[config.mk]
export PLATFORM = sky130hd
export DESIGN_NAME = c_subset_lexer_core_flat
export DESIGN_NICKNAME = d
export VERILOG_FILES = /design/src/design/cslex_pkg.sv /design/src/design/cslex_if.sv /design/src/design/cslex_front.sv /design/src/design/cslex_queue.sv /design/src/design/cslex_back.sv /design/src/design/c_subset_lexer_core.sv /design/src/flat_wrapper.sv
export SDC_FILE = /design/constraint.sdc
export NUM_CORES = 2
export LEC_CHECK = 0
export ABC_AREA = 0
export BUFFER_PORTS_ARGS = -buffer_cell sky130_fd_sc_hd__buf_2
export CORE_ASPECT_RATIO = 1.5
export CORE_UTILIZATION = 60
export DETAILED_ROUTE_END_ITERATION = 8
export GPL_TIMING_DRIVEN = 0
export PLACE_DENSITY = 0.85
export SLEW_MARGIN = 20
export SYNTH_ARGS = -nofsm -noshare
export SYNTH_HDL_FRONTEND = slang
export SYNTH_HIERARCHICAL = 1
export SYNTH_SLANG_ARGS = --single-unit
[constraint.sdc]
create_clock -name clk -period 14.7 [get_ports clk]
set_input_delay 0.735 -clock clk [delete_from_list [all_inputs] [get_ports clk]]
set_output_delay 0.735 -clock clk [all_outputs]
set_load 0.05 [all_outputs]
[src/design/cslex_pkg.sv]
// Shared types, constants and character classes for the C subset lexer.
`default_nettype none
package cslex_pkg;

  localparam int MAX_NAME_LENGTH = 256;
  localparam int NAME_LEN_W = $clog2(MAX_NAME_LENGTH);
  localparam int KW_NUM = 4;
  localparam int QUEUE_DEPTH = 4;
  localparam int QPTR_W = $clog2(QUEUE_DEPTH);

  localparam logic [62:0] LIMIT63 = '1;

  localparam logic [2:0] REG_KW_A = 3'd0;
  localparam logic [2:0] REG_KW_B = 3'd1;
  localparam logic [2:0] REG_KW_C = 3'd2;
  localparam logic [2:0] REG_KW_D = 3'd3;
  localparam logic [2:0] REG_KW_COUNT = 3'd4;

  localparam logic [3:0] KIND_IDENT = 4'd0;
  localparam logic [3:0] KIND_KEYWORD = 4'd1;
  localparam logic [3:0] KIND_INTEGER = 4'd2;
  localparam logic [3:0] KIND_OPERATOR = 4'd3;
  localparam logic [3:0] KIND_LBRACE = 4'd4;
  localparam logic [3:0] KIND_RBRACE = 4'd5;
  localparam logic [3:0] KIND_LPAREN = 4'd6;
  localparam logic [3:0] KIND_RPAREN = 4'd7;
  localparam logic [3:0] KIND_SEMI = 4'd8;
  localparam logic [3:0] KIND_ASSIGN = 4'd9;
  localparam logic [3:0] KIND_NAME_CHAR = 4'd10;
  localparam logic [3:0] KIND_END = 4'd11;
  localparam logic [3:0] KIND_ERROR = 4'd12;

  localparam logic [3:0] OP_MINUS = 4'd0;
  localparam logic [3:0] OP_PLUS = 4'd1;
  localparam logic [3:0] OP_SLASH = 4'd2;
  localparam logic [3:0] OP_STAR = 4'd3;
  localparam logic [3:0] OP_NOT = 4'd4;
  localparam logic [3:0] OP_TILDE = 4'd5;
  localparam logic [3:0] OP_LT = 4'd6;
  localparam logic [3:0] OP_GT = 4'd7;
  localparam logic [3:0] OP_AND = 4'd8;
  localparam logic [3:0] OP_OR = 4'd9;
  localparam logic [3:0] OP_NE = 4'd10;
  localparam logic [3:0] OP_EQ = 4'd11;
  localparam logic [3:0] OP_LE = 4'd12;
  localparam logic [3:0] OP_GE = 4'd13;

  localparam logic [3:0] ERR_LONE_AMP_BAR = 4'd0;
  localparam logic [3:0] ERR_OVERLONG = 4'd1;
  localparam logic [3:0] ERR_UNEXPECTED = 4'd2;
  localparam logic [3:0] ERR_OVERFLOW = 4'd3;

  localparam logic [7:0] CH_NUL = 8'h00;
  localparam logic [7:0] CH_NL = 8'h0A;
  localparam logic [7:0] CH_SPACE = 8'h20;

  typedef enum logic [4:0] {
    MODE_IDLE     = 5'b00001,
    MODE_NAME     = 5'b00010,
    MODE_NUMBER   = 5'b00100,
    MODE_OPERATOR = 5'b01000,
    MODE_STOPPED  = 5'b10000
  } mode_t;

  typedef struct packed {
    logic [3:0]  token_kind;
    logic [3:0]  detail;
    logic [15:0] line;
    logic [15:0] column;
    logic [62:0] literal_value;
    logic [7:0]  name_char;
    logic [7:0]  name_position;
  } result_t;

  typedef struct packed {
    result_t first;
    result_t second;
    logic    two;
  } entry_t;

  typedef struct packed {
    logic full;
    logic empty;
  } q_status_t;

  function automatic logic is_letter(input logic [7:0] c);
    return (c >= "a" && c <= "z") || (c >= "A" && c <= "Z") || c == "_";
  endfunction

  function automatic logic is_digit(input logic [7:0] c);
    return c >= "0" && c <= "9";
  endfunction

  // Returns a valid bit above the operator code.
  function automatic logic [4:0] single_op(input logic [7:0] c);
    logic [4:0] r;
    case (c)
      "-":     r = {1'b1, OP_MINUS};
      "+":     r = {1'b1, OP_PLUS};
      "/":     r = {1'b1, OP_SLASH};
      "*":     r = {1'b1, OP_STAR};
      "!":     r = {1'b1, OP_NOT};
      "~":     r = {1'b1, OP_TILDE};
      "<":     r = {1'b1, OP_LT};
      ">":     r = {1'b1, OP_GT};
      default: r = 5'd0;
    endcase
    return r;
  endfunction

  function automatic logic [4:0] double_op(input logic [7:0] a, input logic [7:0] b);
    logic [4:0] r;
    r = 5'd0;
    if (a == "&" && b == "&") begin
      r = {1'b1, OP_AND};
    end else if (a == "|" && b == "|") begin
      r = {1'b1, OP_OR};
    end else if (b == "=") begin
      case (a)
        "!":     r = {1'b1, OP_NE};
        "=":     r = {1'b1, OP_EQ};
        "<":     r = {1'b1, OP_LE};
        ">":     r = {1'b1, OP_GE};
        default: r = 5'd0;
      endcase
    end
    return r;
  endfunction

  // Returns a valid bit above the token kind of a one-byte symbol.
  function automatic logic [4:0] symbol_kind(input logic [7:0] c);
    logic [4:0] r;
    case (c)
      "{":     r = {1'b1, KIND_LBRACE};
      "}":     r = {1'b1, KIND_RBRACE};
      "(":     r = {1'b1, KIND_LPAREN};
      ")":     r = {1'b1, KIND_RPAREN};
      ";":     r = {1'b1, KIND_SEMI};
      default: r = 5'd0;
    endcase
    return r;
  endfunction

  function automatic result_t make_result(input logic [3:0] kind, input logic [3:0] detail,
                                          input logic [15:0] ln, input logic [15:0] col,
                                          input logic [62:0] value, input logic [7:0] ch,
                                          input logic [7:0] pos);
    result_t r;
    r.token_kind = kind;
    r.detail = detail;
    r.line = ln;
    r.column = col;
    r.literal_value = value;
    r.name_char = ch;
    r.name_position = pos;
    return r;
  endfunction

endpackage
`default_nettype wire

[src/design/cslex_if.sv]
// Channel interfaces for source bytes, tokens and configuration writes.
`default_nettype none
interface cslex_in_if;
  logic       valid;
  logic       ready;
  logic [7:0] char_code;
  modport source (output valid, output char_code, input ready);
  modport sink (input valid, input char_code, output ready);
endinterface

interface cslex_out_if;
  logic        valid;
  logic        ready;
  logic [3:0]  token_kind;
  logic [3:0]  detail;
  logic [15:0] line;
  logic [15:0] column;
  logic [62:0] literal_value;
  logic [7:0]  name_char;
  logic [7:0]  name_position;
  logic        last;
  modport source (output valid, output token_kind, output detail, output line,
                  output column, output literal_value, output name_char,
                  output name_position, output last, input ready);
  modport sink (input valid, input token_kind, input detail, input line,
                input column, input literal_value, input name_char,
                input name_position, input last, output ready);
endinterface

interface cslex_cfg_if;
  logic        valid;
  logic        ready;
  logic [2:0]  index;
  logic [63:0] data;
  modport source (output valid, output index, output data, input ready);
  modport sink (input valid, input index, input data, output ready);
endinterface
`default_nettype wire

[src/design/cslex_front.sv]
// Front end: accepts source bytes, runs the lexer state and forms result entries.
`default_nettype none
module cslex_front (
  input  wire logic              clk,
  input  wire logic              rst,
  cslex_in_if.sink               in_ch,
  cslex_cfg_if.sink              cfg_ch,
  input  wire logic              q_full,
  output logic                   push,
  output cslex_pkg::entry_t      push_entry
);
  import cslex_pkg::*;

  logic [63:0] kw_word [KW_NUM];
  logic [2:0]  kw_count;

  mode_t                 mode, mode_next;
  logic [15:0]           line_cnt, line_cnt_next;
  logic [15:0]           col_cnt, col_cnt_next;
  logic [15:0]           start_line, start_line_next;
  logic [15:0]           start_col, start_col_next;
  logic [63:0]           name_prefix, name_prefix_next;
  logic [NAME_LEN_W-1:0] name_len, name_len_next;
  logic [62:0]           acc, acc_next;
  logic                  frozen, frozen_next;
  logic                  ovf, ovf_next;
  logic [7:0]            pend_op, pend_op_next;

  logic [7:0]  c;
  logic        accept;
  logic        first_vld, fresh_vld, do_fresh;
  result_t     first_res, fresh_res;
  logic [15:0] col_adv;
  logic [66:0] prod;
  logic [4:0]  sop, dop, sym;
  logic        kw_hit;
  logic [1:0]  kw_idx;
  logic        overlong;

  assign c = in_ch.char_code;
  assign in_ch.ready = !q_full;
  assign accept = in_ch.valid && in_ch.ready;
  assign cfg_ch.ready = 1'b1;

  assign col_adv = (col_cnt == 16'hFFFF) ? col_cnt : col_cnt + 16'd1;
  assign prod = ({4'd0, acc} << 3) + ({4'd0, acc} << 1) + 67'(c - "0");
  assign sop = single_op(pend_op);
  assign dop = double_op(pend_op, c);
  assign sym = symbol_kind(c);
  assign overlong = 32'(name_len) >= 32'(MAX_NAME_LENGTH - 1);

  always_comb begin
    kw_hit = 1'b0;
    kw_idx = 2'd0;
    for (int i = KW_NUM - 1; i >= 0; i--) begin
      if (32'(i) < 32'(kw_count) && 32'(name_len) <= 32'd8 && name_prefix == kw_word[i]) begin
        kw_hit = 1'b1;
        kw_idx = 2'(i);
      end
    end
  end

  always_comb begin
    mode_next = mode;
    line_cnt_next = line_cnt;
    col_cnt_next = col_cnt;
    start_line_next = start_line;
    start_col_next = start_col;
    name_prefix_next = name_prefix;
    name_len_next = name_len;
    acc_next = acc;
    frozen_next = frozen;
    ovf_next = ovf;
    pend_op_next = pend_op;
    first_vld = 1'b0;
    first_res = '0;
    fresh_vld = 1'b0;
    fresh_res = '0;
    do_fresh = 1'b0;

    case (mode)
      MODE_IDLE: begin
        do_fresh = 1'b1;
      end
      MODE_NAME: begin
        if (is_letter(c) || is_digit(c)) begin
          first_vld = 1'b1;
          if (overlong) begin
            first_res = make_result(KIND_ERROR, ERR_OVERLONG, start_line, start_col,
                                    '0, '0, '0);
            mode_next = MODE_STOPPED;
          end else begin
            first_res = make_result(KIND_NAME_CHAR, '0, start_line, start_col, '0, c,
                                    8'(name_len));
            if (32'(name_len) < 32'd8) begin
              name_prefix_next = name_prefix | (64'(c) << {name_len[2:0], 3'b000});
            end
            name_len_next = name_len + 1'b1;
            col_cnt_next = col_adv;
          end
        end else begin
          first_vld = 1'b1;
          first_res = make_result(kw_hit ? KIND_KEYWORD : KIND_IDENT,
                                  kw_hit ? {2'b00, kw_idx} : 4'd0,
                                  start_line, start_col, '0, '0, '0);
          do_fresh = 1'b1;
        end
      end
      MODE_NUMBER: begin
        if (is_letter(c) || is_digit(c)) begin
          if (overlong) begin
            first_vld = 1'b1;
            first_res = make_result(KIND_ERROR, ERR_OVERLONG, start_line, start_col,
                                    '0, '0, '0);
            mode_next = MODE_STOPPED;
          end else begin
            if (!frozen) begin
              if (is_digit(c)) begin
                if (ovf || prod > 67'(LIMIT63)) begin
                  ovf_next = 1'b1;
                end else begin
                  acc_next = prod[62:0];
                end
              end else begin
                frozen_next = 1'b1;
              end
            end
            name_len_next = name_len + 1'b1;
            col_cnt_next = col_adv;
          end
        end else if (ovf) begin
          first_vld = 1'b1;
          first_res = make_result(KIND_ERROR, ERR_OVERFLOW, start_line, start_col,
                                  '0, '0, '0);
          mode_next = MODE_STOPPED;
          do_fresh = (c == CH_NUL);
        end else begin
          first_vld = 1'b1;
          first_res = make_result(KIND_INTEGER, '0, start_line, start_col, acc, '0, '0);
          do_fresh = 1'b1;
        end
      end
      MODE_OPERATOR: begin
        first_vld = 1'b1;
        if (dop[4]) begin
          first_res = make_result(KIND_OPERATOR, dop[3:0], start_line, start_col,
                                  '0, '0, '0);
          mode_next = MODE_IDLE;
          col_cnt_next = col_adv;
        end else if (sop[4]) begin
          first_res = make_result(KIND_OPERATOR, sop[3:0], start_line, start_col,
                                  '0, '0, '0);
          do_fresh = 1'b1;
        end else if (pend_op == "=") begin
          first_res = make_result(KIND_ASSIGN, '0, start_line, start_col, '0, '0, '0);
          do_fresh = 1'b1;
        end else begin
          first_res = make_result(KIND_ERROR, ERR_LONE_AMP_BAR, start_line, start_col,
                                  '0, '0, '0);
          mode_next = MODE_STOPPED;
          do_fresh = (c == CH_NUL);
        end
      end
      MODE_STOPPED: begin
        do_fresh = (c == CH_NUL);
      end
      default: begin
        do_fresh = 1'b0;
      end
    endcase

    // The byte is handled as a fresh byte at the current position.
    if (do_fresh) begin
      mode_next = MODE_IDLE;
      if (is_letter(c)) begin
        start_line_next = line_cnt;
        start_col_next = col_cnt;
        name_prefix_next = 64'(c);
        name_len_next = NAME_LEN_W'(1);
        fresh_vld = 1'b1;
        fresh_res = make_result(KIND_NAME_CHAR, '0, line_cnt, col_cnt, '0, c, '0);
        mode_next = MODE_NAME;
        col_cnt_next = col_adv;
      end else if (is_digit(c)) begin
        start_line_next = line_cnt;
        start_col_next = col_cnt;
        acc_next = 63'(c - "0");
        name_len_next = NAME_LEN_W'(1);
        frozen_next = 1'b0;
        ovf_next = 1'b0;
        mode_next = MODE_NUMBER;
        col_cnt_next = col_adv;
      end else if (sym[4]) begin
        fresh_vld = 1'b1;
        fresh_res = make_result(sym[3:0], '0, line_cnt, col_cnt, '0, '0, '0);
        col_cnt_next = col_adv;
      end else if (sop[4] == 1'b0 && single_op(c) == 5'd0 && c != "&" && c != "|"
                   && c != "=") begin
        if (c == CH_NL) begin
          line_cnt_next = (line_cnt == 16'hFFFF) ? line_cnt : line_cnt + 16'd1;
          col_cnt_next = 16'd1;
        end else if (c == CH_SPACE) begin
          col_cnt_next = col_adv;
        end else if (c == CH_NUL) begin
          fresh_vld = 1'b1;
          fresh_res = make_result(KIND_END, '0, line_cnt, col_cnt, '0, '0, '0);
          line_cnt_next = 16'd1;
          col_cnt_next = 16'd1;
          start_line_next = 16'd1;
          start_col_next = 16'd1;
          name_prefix_next = '0;
          name_len_next = '0;
          acc_next = '0;
          frozen_next = 1'b0;
          ovf_next = 1'b0;
          pend_op_next = '0;
        end else begin
          fresh_vld = 1'b1;
          fresh_res = make_result(KIND_ERROR, ERR_UNEXPECTED, line_cnt, col_cnt,
                                  '0, '0, '0);
          mode_next = MODE_STOPPED;
        end
      end else if (single_op(c) != 5'd0 || c == "&" || c == "|" || c == "=") begin
        pend_op_next = c;
        start_line_next = line_cnt;
        start_col_next = col_cnt;
        mode_next = MODE_OPERATOR;
        col_cnt_next = col_adv;
      end else if (c == CH_NL) begin
        line_cnt_next = (line_cnt == 16'hFFFF) ? line_cnt : line_cnt + 16'd1;
        col_cnt_next = 16'd1;
      end else if (c == CH_SPACE) begin
        col_cnt_next = col_adv;
      end else if (c == CH_NUL) begin
        fresh_vld = 1'b1;
        fresh_res = make_result(KIND_END, '0, line_cnt, col_cnt, '0, '0, '0);
        line_cnt_next = 16'd1;
        col_cnt_next = 16'd1;
        start_line_next = 16'd1;
        start_col_next = 16'd1;
        name_prefix_next = '0;
        name_len_next = '0;
        acc_next = '0;
        frozen_next = 1'b0;
        ovf_next = 1'b0;
        pend_op_next = '0;
      end else begin
        fresh_vld = 1'b1;
        fresh_res = make_result(KIND_ERROR, ERR_UNEXPECTED, line_cnt, col_cnt,
                                '0, '0, '0);
        mode_next = MODE_STOPPED;
      end
    end
  end

  always_comb begin
    push = accept && (first_vld || fresh_vld);
    push_entry.first = first_vld ? first_res : fresh_res;
    push_entry.second = fresh_res;
    push_entry.two = first_vld && fresh_vld;
  end

  always_ff @(posedge clk) begin
    if (rst) begin
      mode <= MODE_IDLE;
      line_cnt <= 16'd1;
      col_cnt <= 16'd1;
      start_line <= 16'd1;
      start_col <= 16'd1;
      name_prefix <= '0;
      name_len <= '0;
      acc <= '0;
      frozen <= 1'b0;
      ovf <= 1'b0;
      pend_op <= '0;
    end else if (accept) begin
      mode <= mode_next;
      line_cnt <= line_cnt_next;
      col_cnt <= col_cnt_next;
      start_line <= start_line_next;
      start_col <= start_col_next;
      name_prefix <= name_prefix_next;
      name_len <= name_len_next;
      acc <= acc_next;
      frozen <= frozen_next;
      ovf <= ovf_next;
      pend_op <= pend_op_next;
    end
  end

  always_ff @(posedge clk) begin
    if (rst) begin
      for (int i = 0; i < KW_NUM; i++) begin
        kw_word[i] <= '0;
      end
      kw_count <= '0;
    end else if (cfg_ch.valid) begin
      case (cfg_ch.index)
        REG_KW_A:     kw_word[0] <= cfg_ch.data;
        REG_KW_B:     kw_word[1] <= cfg_ch.data;
        REG_KW_C:     kw_word[2] <= cfg_ch.data;
        REG_KW_D:     kw_word[3] <= cfg_ch.data;
        REG_KW_COUNT: kw_count <= cfg_ch.data[2:0];
        default:      kw_count <= kw_count;
      endcase
    end
  end

endmodule
`default_nettype wire

[src/design/cslex_queue.sv]
// Short entry queue between the lexer front end and the token output stage.
`default_nettype none
module cslex_queue (
  input  wire logic               clk,
  input  wire logic               rst,
  input  wire logic               push,
  input  wire cslex_pkg::entry_t  push_entry,
  input  wire logic               pop,
  output cslex_pkg::entry_t       head,
  output cslex_pkg::q_status_t    stat
);
  import cslex_pkg::*;

  entry_t            store [QUEUE_DEPTH];
  logic [QPTR_W-1:0] wr_ptr;
  logic [QPTR_W-1:0] rd_ptr;
  logic [QPTR_W:0]   count;
  logic              do_push;
  logic              do_pop;

  assign stat.full = (count == (QPTR_W + 1)'(QUEUE_DEPTH));
  assign stat.empty = (count == '0);
  assign do_push = push && !stat.full;
  assign do_pop = pop && !stat.empty;
  assign head = store[rd_ptr];

  always_ff @(posedge clk) begin
    if (do_push) begin
      store[wr_ptr] <= push_entry;
    end
  end

  always_ff @(posedge clk) begin
    if (rst) begin
      wr_ptr <= '0;
      rd_ptr <= '0;
      count <= '0;
    end else begin
      if (do_push) begin
        wr_ptr <= wr_ptr + 1'b1;
      end
      if (do_pop) begin
        rd_ptr <= rd_ptr + 1'b1;
      end
      if (do_push && !do_pop) begin
        count <= count + 1'b1;
      end else if (do_pop && !do_push) begin
        count <= count - 1'b1;
      end
    end
  end

endmodule
`default_nettype wire

[src/design/cslex_back.sv]
// Back end: splits queued entries into single tokens behind an output register.
`default_nettype none
module cslex_back (
  input  wire logic                 clk,
  input  wire logic                 rst,
  input  wire cslex_pkg::entry_t    head,
  input  wire cslex_pkg::q_status_t stat,
  output logic                      pop,
  cslex_out_if.source               out_ch
);
  import cslex_pkg::*;

  logic    out_vld;
  result_t out_res;
  logic    out_last;
  logic    hold_vld;
  result_t hold;
  logic    load;

  assign load = !out_vld || out_ch.ready;
  assign pop = load && !hold_vld && !stat.empty;

  assign out_ch.valid = out_vld;
  assign out_ch.token_kind = out_res.token_kind;
  assign out_ch.detail = out_res.detail;
  assign out_ch.line = out_res.line;
  assign out_ch.column = out_res.column;
  assign out_ch.literal_value = out_res.literal_value;
  assign out_ch.name_char = out_res.name_char;
  assign out_ch.name_position = out_res.name_position;
  assign out_ch.last = out_last;

  always_ff @(posedge clk) begin
    if (rst) begin
      out_vld <= 1'b0;
      hold_vld <= 1'b0;
    end else if (load) begin
      if (hold_vld) begin
        out_vld <= 1'b1;
        hold_vld <= 1'b0;
      end else if (!stat.empty) begin
        out_vld <= 1'b1;
        hold_vld <= head.two;
      end else begin
        out_vld <= 1'b0;
      end
    end
  end

  always_ff @(posedge clk) begin
    if (load) begin
      if (hold_vld) begin
        out_res <= hold;
        out_last <= 1'b1;
      end else begin
        out_res <= head.first;
        out_last <= !head.two;
        hold <= head.second;
      end
    end
  end

endmodule
`default_nettype wire

[src/design/c_subset_lexer_core.sv]
// Top level of the streaming C subset lexer: front end, entry queue and token output stage.
// The block takes one source byte per cycle on char_in while the queue has room, and
// returns tokens on token_out, one token per cycle while token_out is ready. A byte gives
// zero, one or two tokens; the front end classifies it in the cycle it is accepted and
// writes its tokens as one entry into a four-entry queue, and the output stage sends an
// entry's tokens in order, the last marked by last. The output stage, at one token per
// cycle, sets the sustained rate: a stream where every byte gives two tokens is held back
// once the queue has filled. A token reaches token_out through the queue and the output
// register. Keyword words and the keyword count are written on cfg, which is always ready;
// the user must write them only while the block is idle, as the block does not enforce it.
`default_nettype none
module c_subset_lexer_core (
  input  wire logic   clk,
  input  wire logic   rst,
  cslex_in_if.sink    char_in,
  cslex_cfg_if.sink   cfg,
  cslex_out_if.source token_out
);
  import cslex_pkg::*;

  logic      q_push;
  entry_t    q_push_entry;
  logic      q_pop;
  entry_t    q_head;
  q_status_t q_stat;

  cslex_front u_front (
    .clk        (clk),
    .rst        (rst),
    .in_ch      (char_in),
    .cfg_ch     (cfg),
    .q_full     (q_stat.full),
    .push       (q_push),
    .push_entry (q_push_entry)
  );

  cslex_queue u_queue (
    .clk        (clk),
    .rst        (rst),
    .push       (q_push),
    .push_entry (q_push_entry),
    .pop        (q_pop),
    .head       (q_head),
    .stat       (q_stat)
  );

  cslex_back u_back (
    .clk    (clk),
    .rst    (rst),
    .head   (q_head),
    .stat   (q_stat),
    .pop    (q_pop),
    .out_ch (token_out)
  );

`ifndef ASSERT_OFF
  a_end_is_last: assert property (@(posedge clk) disable iff (rst)
    token_out.valid && token_out.token_kind == KIND_END |-> token_out.last)
    else $error("End token not marked as the last token of its item.");

  a_queue_status: assert property (@(posedge clk) disable iff (rst)
    !(q_stat.full && q_stat.empty))
    else $error("Queue reports full and empty at once.");

  a_push_has_room: assert property (@(posedge clk) disable iff (rst)
    q_push |-> !q_stat.full)
    else $error("Front end pushed an entry into a full queue.");

  a_reset_quiet: assert property (@(posedge clk)
    rst |=> !token_out.valid)
    else $error("Token output valid right after reset.");
`endif

endmodule
`default_nettype wire

[src/flat_wrapper.sv]
// flat-port wrapper written by rule: the top's interface ports become plain ports
module c_subset_lexer_core_flat import cslex_pkg::*;
  (clk, rst, char_in_valid, char_in_char_code, char_in_ready, cfg_valid, cfg_index, cfg_data, cfg_ready, token_out_valid, token_out_token_kind, token_out_detail, token_out_line, token_out_column, token_out_literal_value, token_out_name_char, token_out_name_position, token_out_last, token_out_ready);
  cslex_in_if char_in_i ();
  cslex_cfg_if cfg_i ();
  cslex_out_if token_out_i ();
  input  wire logic clk;
  input  wire logic rst;
  input wire logic [$bits(char_in_i.valid)-1:0] char_in_valid;
  input wire logic [$bits(char_in_i.char_code)-1:0] char_in_char_code;
  output wire logic [$bits(char_in_i.ready)-1:0] char_in_ready;
  input wire logic [$bits(cfg_i.valid)-1:0] cfg_valid;
  input wire logic [$bits(cfg_i.index)-1:0] cfg_index;
  input wire logic [$bits(cfg_i.data)-1:0] cfg_data;
  output wire logic [$bits(cfg_i.ready)-1:0] cfg_ready;
  output wire logic [$bits(token_out_i.valid)-1:0] token_out_valid;
  output wire logic [$bits(token_out_i.token_kind)-1:0] token_out_token_kind;
  output wire logic [$bits(token_out_i.detail)-1:0] token_out_detail;
  output wire logic [$bits(token_out_i.line)-1:0] token_out_line;
  output wire logic [$bits(token_out_i.column)-1:0] token_out_column;
  output wire logic [$bits(token_out_i.literal_value)-1:0] token_out_literal_value;
  output wire logic [$bits(token_out_i.name_char)-1:0] token_out_name_char;
  output wire logic [$bits(token_out_i.name_position)-1:0] token_out_name_position;
  output wire logic [$bits(token_out_i.last)-1:0] token_out_last;
  input wire logic [$bits(token_out_i.ready)-1:0] token_out_ready;
  assign char_in_i.valid = char_in_valid;
  assign char_in_i.char_code = char_in_char_code;
  assign char_in_ready = char_in_i.ready;
  assign cfg_i.valid = cfg_valid;
  assign cfg_i.index = cfg_index;
  assign cfg_i.data = cfg_data;
  assign cfg_ready = cfg_i.ready;
  assign token_out_valid = token_out_i.valid;
  assign token_out_token_kind = token_out_i.token_kind;
  assign token_out_detail = token_out_i.detail;
  assign token_out_line = token_out_i.line;
  assign token_out_column = token_out_i.column;
  assign token_out_literal_value = token_out_i.literal_value;
  assign token_out_name_char = token_out_i.name_char;
  assign token_out_name_position = token_out_i.name_position;
  assign token_out_last = token_out_i.last;
  assign token_out_i.ready = token_out_ready;
  c_subset_lexer_core u_core (.clk(clk), .rst(rst), .char_in(char_in_i), .cfg(cfg_i), .token_out(token_out_i));
endmodule
# Word level (Yosys, flattened, before mapping)
# Memory sizes are Yosys's and may differ from the RTL's. A register that Yosys moved wholly into a read port is not among the register bits.
# Cells that the tools add are included.
# totals
ram_bits	1212
in_bits	80
n_memories	2
ff_bits	465
# memory_table
name	depth	width	read_ports	rd_ports_with_merged_regs	wr	line	rtl
u_core.u_queue.store	4	239	1	1	1	cslex_queue.sv:14	entry_t store [QUEUE_DEPTH];
u_core.u_front.kw_word	4	64	4	0	4	cslex_front.sv:14	logic [63:0] kw_word [KW_NUM];
# classes
shift	1
mux	223
n_addsub	11
n_eq_ne	55
order_cmp	14
n_reduce_logical	57
n_bitwise	10
# op_table
op	n
119-bit 2-to-1 mux	16
64-bit 2-to-1 mux	17
63-bit 2-to-1 mux	15
16-bit 2-to-1 mux	35
119-bit case mux with 3 select lines	1
118-bit 2-to-1 mux	3
64-bit equality test	4
8-bit by 6-bit equality test with 1-bit output (second input constant)	22
5-bit 2-to-1 mux	28
8-bit 2-to-1 mux	17
5-bit case mux with 8 select lines	2
1-bit 2-to-1 mux	74
66-bit by 64-bit adder with 67-bit output	1
67-bit adder	1
67-bit by 63-bit greater-than comparator with 1-bit output (second input constant)	1
64-bit OR	1
8-bit by 6-bit left shift with 64-bit output	1
8-bit by 7-bit equality test with 1-bit output (second input constant)	7
16-bit by 1-bit adder with 16-bit output (second input constant)	2
16-bit equality test (second input constant)	2
16-bit case mux with 2 select lines	1
1-bit logical AND	26
5-bit case mux with 5 select lines	1
5-bit case mux with 4 select lines	1
49 further kinds	92

# Longest topological paths before layout
# depth
depth_word	35
mapped_depth	22
depth_no_buf	20

# Modules after synthesis
# Netlist, hierarchy kept.
# modules_own_cells
module	area_each_um2	seq_area_each_um2	n_inst	cells_each
cslex_queue	35014.8	28887.7	1	1297
cslex_front	28970.3	12031.5	1	2966
cslex_back	8997.4	7216.9	1	383

# Worst setup path before layout
# Ideal clock, no wire load.
# synth_timing
path_kind	input-to-reg
startpoint	in char_in_char_code[4]
endpoint	reg u_core.u_front.acc[51]
n_path_buf	5
t_required_ns	14.581
path_stages	19
arrival_ns	10.292
slack_ns	4.290
cell_sequence	ha_1 clkbuf_1 nor3_1 fa_1 ha_1 buf_2 nand4_1 or3_4 nor4_4 and2_1 a221oi_2 o221a_1 a311oi_2 and4b_1 buf_4 nand3_2 buf_6 buf_6 o221a_1
# synth_via
elab_chain_cells	19
elab_cells_between_ends	87
classes_between	add/sub: 3; order compare: 7; eq/ne: 22; mux: 36; reduce/logical: 19
# synth_lines
element	line	rtl
start: declaration	flat_wrapper.sv:10	input wire logic [$bits(char_in_i.char_code)-1:0] char_in_char_code;
8-bit by 6-bit subtractor with 9-bit output	cslex_front.sv:46, cslex_front.sv:187	
67-bit adder	cslex_front.sv:46	assign prod = ({4'd0, acc} << 3) + ({4'd0, acc} << 1) + 67'(c - "0");
67-bit by 63-bit greater-than comparator with 1-bit output	cslex_front.sv:119	if (ovf || prod > 67'(LIMIT63)) begin
1-bit logical OR	cslex_front.sv:119	
63-bit 2-to-1 mux	cslex_front.sv:119	
63-bit 2-to-1 mux	cslex_front.sv:118	if (is_digit(c)) begin
63-bit 2-to-1 mux	cslex_front.sv:117	if (!frozen) begin
63-bit 2-to-1 mux	cslex_front.sv:111	if (overlong) begin
[... 3 more ...]	--	
63-bit 2-to-1 mux	cslex_front.sv:202, cslex_front.sv:232	
63-bit 2-to-1 mux	cslex_front.sv:199, cslex_front.sv:229	
63-bit 2-to-1 mux	cslex_front.sv:223	end else if (single_op(c) != 5'd0 || c == "&" || c == "|" || c == "=") begin
63-bit 2-to-1 mux	cslex_front.sv:197	end else if (sop[4] == 1'b0 && single_op(c) == 5'd0 && c != "&" && c != "|"
63-bit 2-to-1 mux	cslex_front.sv:193	end else if (sym[4]) begin
63-bit 2-to-1 mux	cslex_front.sv:184	end else if (is_digit(c)) begin
63-bit 2-to-1 mux	cslex_front.sv:175	if (is_letter(c)) begin
63-bit 2-to-1 mux *	cslex_front.sv:173	if (do_fresh) begin
end signal: assignment	cslex_front.sv:284	acc <= acc_next;
end: declaration	cslex_front.sv:24	logic [62:0] acc, acc_next;
# Mark *: on every way between the ends. The rest lies on a longest branch, timed or not. The select of a mux whose other input is x is not followed.
# A chain may end at the register's enable or synchronous reset.

# Worst setup path after layout
# layout_timing
startpoint	in char_in_char_code[4]
endpoint	mem u_core/u_queue/store[3][179] (netlist bit) (enable)
# layout_via
elab_chain_cells	22
elab_cells_between_ends	82
classes_between	order compare: 6; eq/ne: 22; mux: 33; reduce/logical: 21
# layout_lines
element	line	rtl
8-bit by 6-bit equality test with 1-bit output / 8-bit by 7-bit equality test with 1-bit output (equally long branches)	cslex_pkg.sv:97	case (c)
5-bit case mux with 8 select lines	cslex_pkg.sv:97	
5-bit 2-to-1 mux	cslex_front.sv:197	
5-bit 2-to-1 mux	cslex_front.sv:193	
5-bit 2-to-1 mux	cslex_front.sv:184	
5-bit 2-to-1 mux	cslex_front.sv:175	
5-bit 2-to-1 mux	cslex_front.sv:173	
5-bit nonzero test	cslex_front.sv:223	
[... 8 more ...]	--	
1-bit 2-to-1 mux	cslex_front.sv:173	
1-bit logical OR *	cslex_front.sv:257	push = accept && (first_vld || fresh_vld);
1-bit logical AND *	cslex_front.sv:257	
via u_core.q_push	c_subset_lexer_core.sv:21	logic q_push;
1-bit logical AND *	cslex_queue.sv:23	assign do_push = push && !stat.full;
via u_core.u_queue.do_push	cslex_queue.sv:18	logic do_push;
1-bit 2-to-1 mux *	cslex_queue.sv:28	if (do_push) begin
1-bit 2-to-1 mux (implied by the code) *	cslex_queue.sv:29	store[wr_ptr] <= push_entry;
end: declaration	cslex_queue.sv:14	
# The timed path passes the listed nets; every way through them passes the cells marked *. The select of a mux whose other input is x is not followed.

==> results by stage <==
Status:
- The flow ran to the end, and the final reports show no timing, DRC or antenna violations.

Timing:
- The worst max-slew margin expressed relative to the limit is 16.4%.
- The number of pins exceeding their max-slew limit in the final report came to 0.
- The total count of hold-check failures in the final report is 0.
- Setup repair after global routing left no endpoint under its margin.
- Counting I/O delays and the setup requirement, the final critical path takes 6.84 ns.
- The post-route clock period utilization is 46.6%.
- The worst clock skew is 0.0268 ns.
- Setup violations remaining at the end of the flow were counted as 0.
- The slew of the pin with the lowest slew margin is 1.24 ns.
- Based on the critical path, the design can be clocked at up to 146 MHz.
- The smallest hold slack is 0.189 ns.
- Adding up every negative setup slack in the final design gives 0 ns.

Floorplanning:
- The placeable core region is 121,000 sq um.
- The floorplan step set the die width to 287 um.
- In this run the core area contains 156 standard-cell rows.
- The chip height is 429 um.
- The total I/O pin count is 203.
- The die area is 123,000 sq um.
- The effective utilization at floorplan is 60.5%.

Global route:
- The first global-routing pass estimated 283 mm of wire.
- The initial antenna violation count is 14.
- The largest net degree at the start of global routing is 80.
- The total grt overflow is 0.
- The number of global-route vias before repair is 44,200.
- For this run, the total global-route usage over all layers was measured as 31.8%.

Placed design:
- Once placement finished, the instance area stood at 77,300 sq um.
- The half-perimeter wire length after placement is 133 mm.
- The congestion estimate from routability-driven global placement came to 1.00.
- The count of input and output buffers is 200.

Run:
- The number of maximum-capacitance violations is 0.

Yosys:
- The synthesized area is 73,000 sq um.
- The fraction of the yosys area taken by sequential cells is 66.0%.
- The count of warnings emitted by yosys is 6.
- Averaged over all synthesized cells, the footprint is 15.7 sq um.
- Of all flip-flops after synthesis, the portion carrying an async set or reset was 0%.
- Synthesis handed over a netlist of 4,646 instances.
- The number of enable flip-flop cells after synthesis is 1,451.
- In this run, distinct cell masters in the synthesized netlist total 101.
- The synthesized design contains 1,679 register bits.
- Among all flip-flop cells after synthesis, the most frequent one is sky130_fd_sc_hd__edfxtp_1.

Worst setup path:
- For flop-to-flop paths, the worst setup slack is 8.64 ns.
- The required time at the endpoint of the critical path is 15.17 ns.
- The setup path with the least slack is of type input port to flip-flop.
- The worst setup path is captured at a flip-flop.
- The critical path arrival is 7.31 ns.
- The source of the worst register-to-register timing path is u_core/u_front/pend_op[1].
- The critical path's largest stage delay is 0.63 ns.
- The worst register-to-register path ends at u_core/u_queue/store[3][179].
- The path depth of the worst reg2reg path is 18.
- The maximum fanout count along the critical path is 41.
- The kind of cell with the highest combined delay on the critical path is simple AND/OR/NAND/NOR gates.
- The most frequent cell on the critical path is sky130_fd_sc_hd__nor2_1.
- The critical path ends at u_core/u_queue/store[3][179].
- The number of gates on the worst path with buffers counted is 21.
- STA classifies the critical path startpoint as an input port.
- The slowest stage cell on the critical path is sky130_fd_sc_hd__clkbuf_1.
- Walking the worst path, the cells encountered are buf_2, clkbuf_1, inv_1, ha_1, nor3b_1, nand4b_1, a2bb2oi_1, nand3_1, a22o_2, nand3_1, nand2_1, nor2_1, clkbuf_1, nor2_1, nor2_1, inv_1, nor2_1, and2_4, buf_16, buf_16, buf_12.
- The critical path starts at char_in_char_code[4].
- The worst path buffer plus inverter count is 8.

Pwr:
- The power per cell area is 177 nW/um^2.
- The reported leakage power is 28.8 nW.
- IR analysis of the VDD net gives a maximum drop of 0.126 mV.

Drt:
- After detailed routing, the average wire length per cell comes to 28.3 um.
- The total wire length after detailed routing is 193 mm.
- The count of vias placed by the detailed router is 43,100.
- The number of detailed-route iterations in the first pass is 6.
- The via density per instance is 6.31.
- The remaining antenna violation count after routing is 0.
- After detailed routing, the number of remaining DRC violations is 0.
- After the first detailed-routing iteration, the DRC count stood at 4,203.

Clock tree:
- The count of hold-fix buffers inserted at cts is 0.
- The count of buffers added by post-CTS timing repair for setup is 0.
- The CTS sink count is 1,679.
- No sink is reached through more buffers than the 3 on the longest clock path.
- After clock tree synthesis, the clock-pin slew on the worst setup and hold paths is 0.06 ns.
- The H-tree generated during clock tree synthesis spans 4 levels.
- TritonCTS built the clock tree.
- The number of gates resized after CTS is 0.
- The worst-skew pair later-pin latency is 0.80 ns.
- The master cell of the clock root buffer is sky130_fd_sc_hd__clkbuf_16.
- Buffers inserted during clock tree synthesis total 150.

Layout:
- The sequential cell area in the final layout is 48,100 sq um.
- Summing all non-filler instances in the final layout gives an area of 82,100 sq um.
- Leaving out fill and tap cells, the most frequent cell in the layout is sky130_fd_sc_hd__edfxtp_1.
- The share of layout cells above drive strength 1 is 20.7%.
- The number of filler instances in the final layout is 7,770.
- Leaving out fill and tap cells, the most frequent cells in the layout are 1,451 x sky130_fd_sc_hd__edfxtp_1, 378 x sky130_fd_sc_hd__and2_1, 259 x sky130_fd_sc_hd__buf_2, 239 x sky130_fd_sc_hd__mux4_2, 233 x sky130_fd_sc_hd__nor2_1.
- The total number of nets in the final design is 5,343.
- The multi-input combinational cells in the finished layout cover a total of 22,800 sq um.
- The core occupancy in the finished layout is 68.1%.
- The area growth from synthesis to layout is 12.5%.

Hold path:
- The path class of the lowest-slack min-delay path is input port to flip-flop.
[cell usage after synthesis, types with 8 or more instances]
master	instances	area, sq um
sky130_fd_sc_hd__o221a_1	57	642
sky130_fd_sc_hd__and2_1	382	2390
sky130_fd_sc_hd__a221oi_1	11	96.3
sky130_fd_sc_hd__o21a_1	10	75.1
sky130_fd_sc_hd__mux2_4	67	1010
sky130_fd_sc_hd__ha_1	83	1040
sky130_fd_sc_hd__nor3_1	48	240
sky130_fd_sc_hd__buf_2	59	295
sky130_fd_sc_hd__o22ai_1	27	169
sky130_fd_sc_hd__o2bb2ai_1	10	87.6
sky130_fd_sc_hd__o21ai_0	62	310
sky130_fd_sc_hd__mux2i_1	8	80.1
sky130_fd_sc_hd__nand2_1	123	462
sky130_fd_sc_hd__clkbuf_1	157	589
sky130_fd_sc_hd__and3_1	25	156
sky130_fd_sc_hd__xor2_1	154	1350
sky130_fd_sc_hd__edfxtp_1	1451	43600
sky130_fd_sc_hd__o211ai_1	8	60.1
sky130_fd_sc_hd__o21bai_1	13	97.6
sky130_fd_sc_hd__a21o_1	24	180
sky130_fd_sc_hd__mux2_2	84	946
sky130_fd_sc_hd__nand2b_1	19	119
sky130_fd_sc_hd__nor2_1	234	878
sky130_fd_sc_hd__a22oi_1	47	353
sky130_fd_sc_hd__fa_1	63	1260
sky130_fd_sc_hd__nand3_1	46	230
sky130_fd_sc_hd__o21ai_1	21	105
sky130_fd_sc_hd__dfxtp_1	228	4560
sky130_fd_sc_hd__mux4_2	239	5380
sky130_fd_sc_hd__buf_4	87	653
sky130_fd_sc_hd__inv_1	84	315
sky130_fd_sc_hd__buf_6	31	349
sky130_fd_sc_hd__or3_1	11	68.8
sky130_fd_sc_hd__buf_1	8	30.0
sky130_fd_sc_hd__nand4_1	69	432
sky130_fd_sc_hd__nor4_1	50	313
sky130_fd_sc_hd__a221o_1	8	80.1
sky130_fd_sc_hd__a31oi_1	14	87.6
sky130_fd_sc_hd__a211oi_1	19	143
sky130_fd_sc_hd__nor2b_1	18	113
sky130_fd_sc_hd__buf_8	12	180
sky130_fd_sc_hd__a21oi_1	189	946
sky130_fd_sc_hd__xnor2_1	147	1290
[area by class of cell]
cell class / count / share of cell area (%)
Sequential cell: 1679 / 58.6
Antenna cell: 5 / 0.0152
Inverter: 85 / 0.398
Multi-Input combinational cell: 2603 / 27.8
Clock buffer: 193 / 4.90
Tap cell: 1580 / 2.41
Buffer: 354 / 2.55
Clock inverter: 83 / 0.983
Timing Repair Buffer: 244 / 2.38
[report_power, final]
part           leakage (nW)  switching [mW]  total (mW)  internal [mW]
sequential             15.5           0.338        6.56           6.22
combinational          11.0            2.50        4.05           1.54
clock                  2.34            1.77        3.89           2.12
total                  28.8            4.61        14.5           9.89
[worst reg2reg max path: stages (launching register included)]
cell and delay, ns:
sky130_fd_sc_hd__dfxtp_1 0.30, sky130_fd_sc_hd__clkbuf_1 0.36, sky130_fd_sc_hd__nor2_1 0.09, sky130_fd_sc_hd__and4b_1 0.24
sky130_fd_sc_hd__a2bb2oi_1 0.37, sky130_fd_sc_hd__nand3_1 0.33, sky130_fd_sc_hd__a22o_2 0.36, sky130_fd_sc_hd__nand3_1 0.18
sky130_fd_sc_hd__nand2_1 0.23, sky130_fd_sc_hd__nor2_1 0.43, sky130_fd_sc_hd__clkbuf_1 0.54, sky130_fd_sc_hd__nor2_1 0.12
sky130_fd_sc_hd__nor2_1 0.24, sky130_fd_sc_hd__inv_1 0.11, sky130_fd_sc_hd__nor2_1 0.41, sky130_fd_sc_hd__and2_4 0.51
sky130_fd_sc_hd__buf_16 0.28, sky130_fd_sc_hd__buf_16 0.29, sky130_fd_sc_hd__buf_12 0.29
[through the flow]
step | instances | setup slack [ns] | power, mW
finish | 6826 | 7.86 | 14.5
global route | 6822 | 7.58 | 15.0
CTS | 6821 | 7.99 | 14.6
detailed placement | 6545 | 7.21 | 10.6
global placement | 6501 | -1.42 | 10.6
floorplan | 4721 | 4.29 | 9.46
[sequential cells by signal, summed over array words and instances (netlist names), 2 cells and up, named ones only]
signal,flops
u_core/u_queue/store,956
u_core/u_front/kw_word,256
u_core/u_back/hold,119
u_core/u_front/name_prefix,64
u_core/u_back/out_ch.literal_value,63
u_core/u_front/acc,63
u_core/u_back/out_ch.column,16
u_core/u_back/out_ch.line,16
u_core/u_front/col_cnt,16
u_core/u_front/line_cnt,16
u_core/u_front/start_col,16
u_core/u_front/start_line,16
u_core/u_back/out_ch.name_char,8
u_core/u_back/out_ch.name_position,8
u_core/u_front/name_len,8
u_core/u_front/pend_op,8
u_core/u_front/mode,5
u_core/u_back/out_ch.detail,4
u_core/u_back/out_ch.token_kind,4
u_core/u_front/kw_count,3
u_core/u_queue/count,3
u_core/u_queue/rd_ptr,2
u_core/u_queue/wr_ptr,2
[logic make-up after synthesis]
kind of cell | synth area share, %
AO/OA/AOI/OAI | 5.75
XOR/XNOR | 3.61
adder cells (fa/ha/maj) | 3.15
buffers and inverters | 3.31
flip-flops | 66.0
multiplexers | 10.2
other | 0.0103
AND/OR/NAND/NOR | 8.05
[routing by layer]
metal,part of all wire (%),vias to the layer above,GRT usage [%]
li1,-,18500,-
met1,33,21800,35.0
met2,53,2162,56.3
met3,6.4,638,5.02
met4,7.8,6,21.2
met5,0.023,-,0
[worst min path at each step]
| stage | startpoint | end | slack, ns | depth (start not counted) |
|---|---|---|---|---|
| finish | rst | u_core/u_back/out_ch.valid | 0.19 | 2 |
| CTS | rst | u_core/u_back/out_ch.valid | 0.14 | 2 |
| global placement | u_core/u_front/frozen | u_core/u_front/frozen | 0.44 | 1 |
| floorplan | u_core/u_front/frozen | u_core/u_front/frozen | 0.43 | 1 |
| detailed placement | u_core/u_front/frozen | u_core/u_front/frozen | 0.46 | 1 |
| global route | rst | u_core/u_back/out_ch.valid | 0.16 | 2 |
Power figures use the tool's default switching activity.
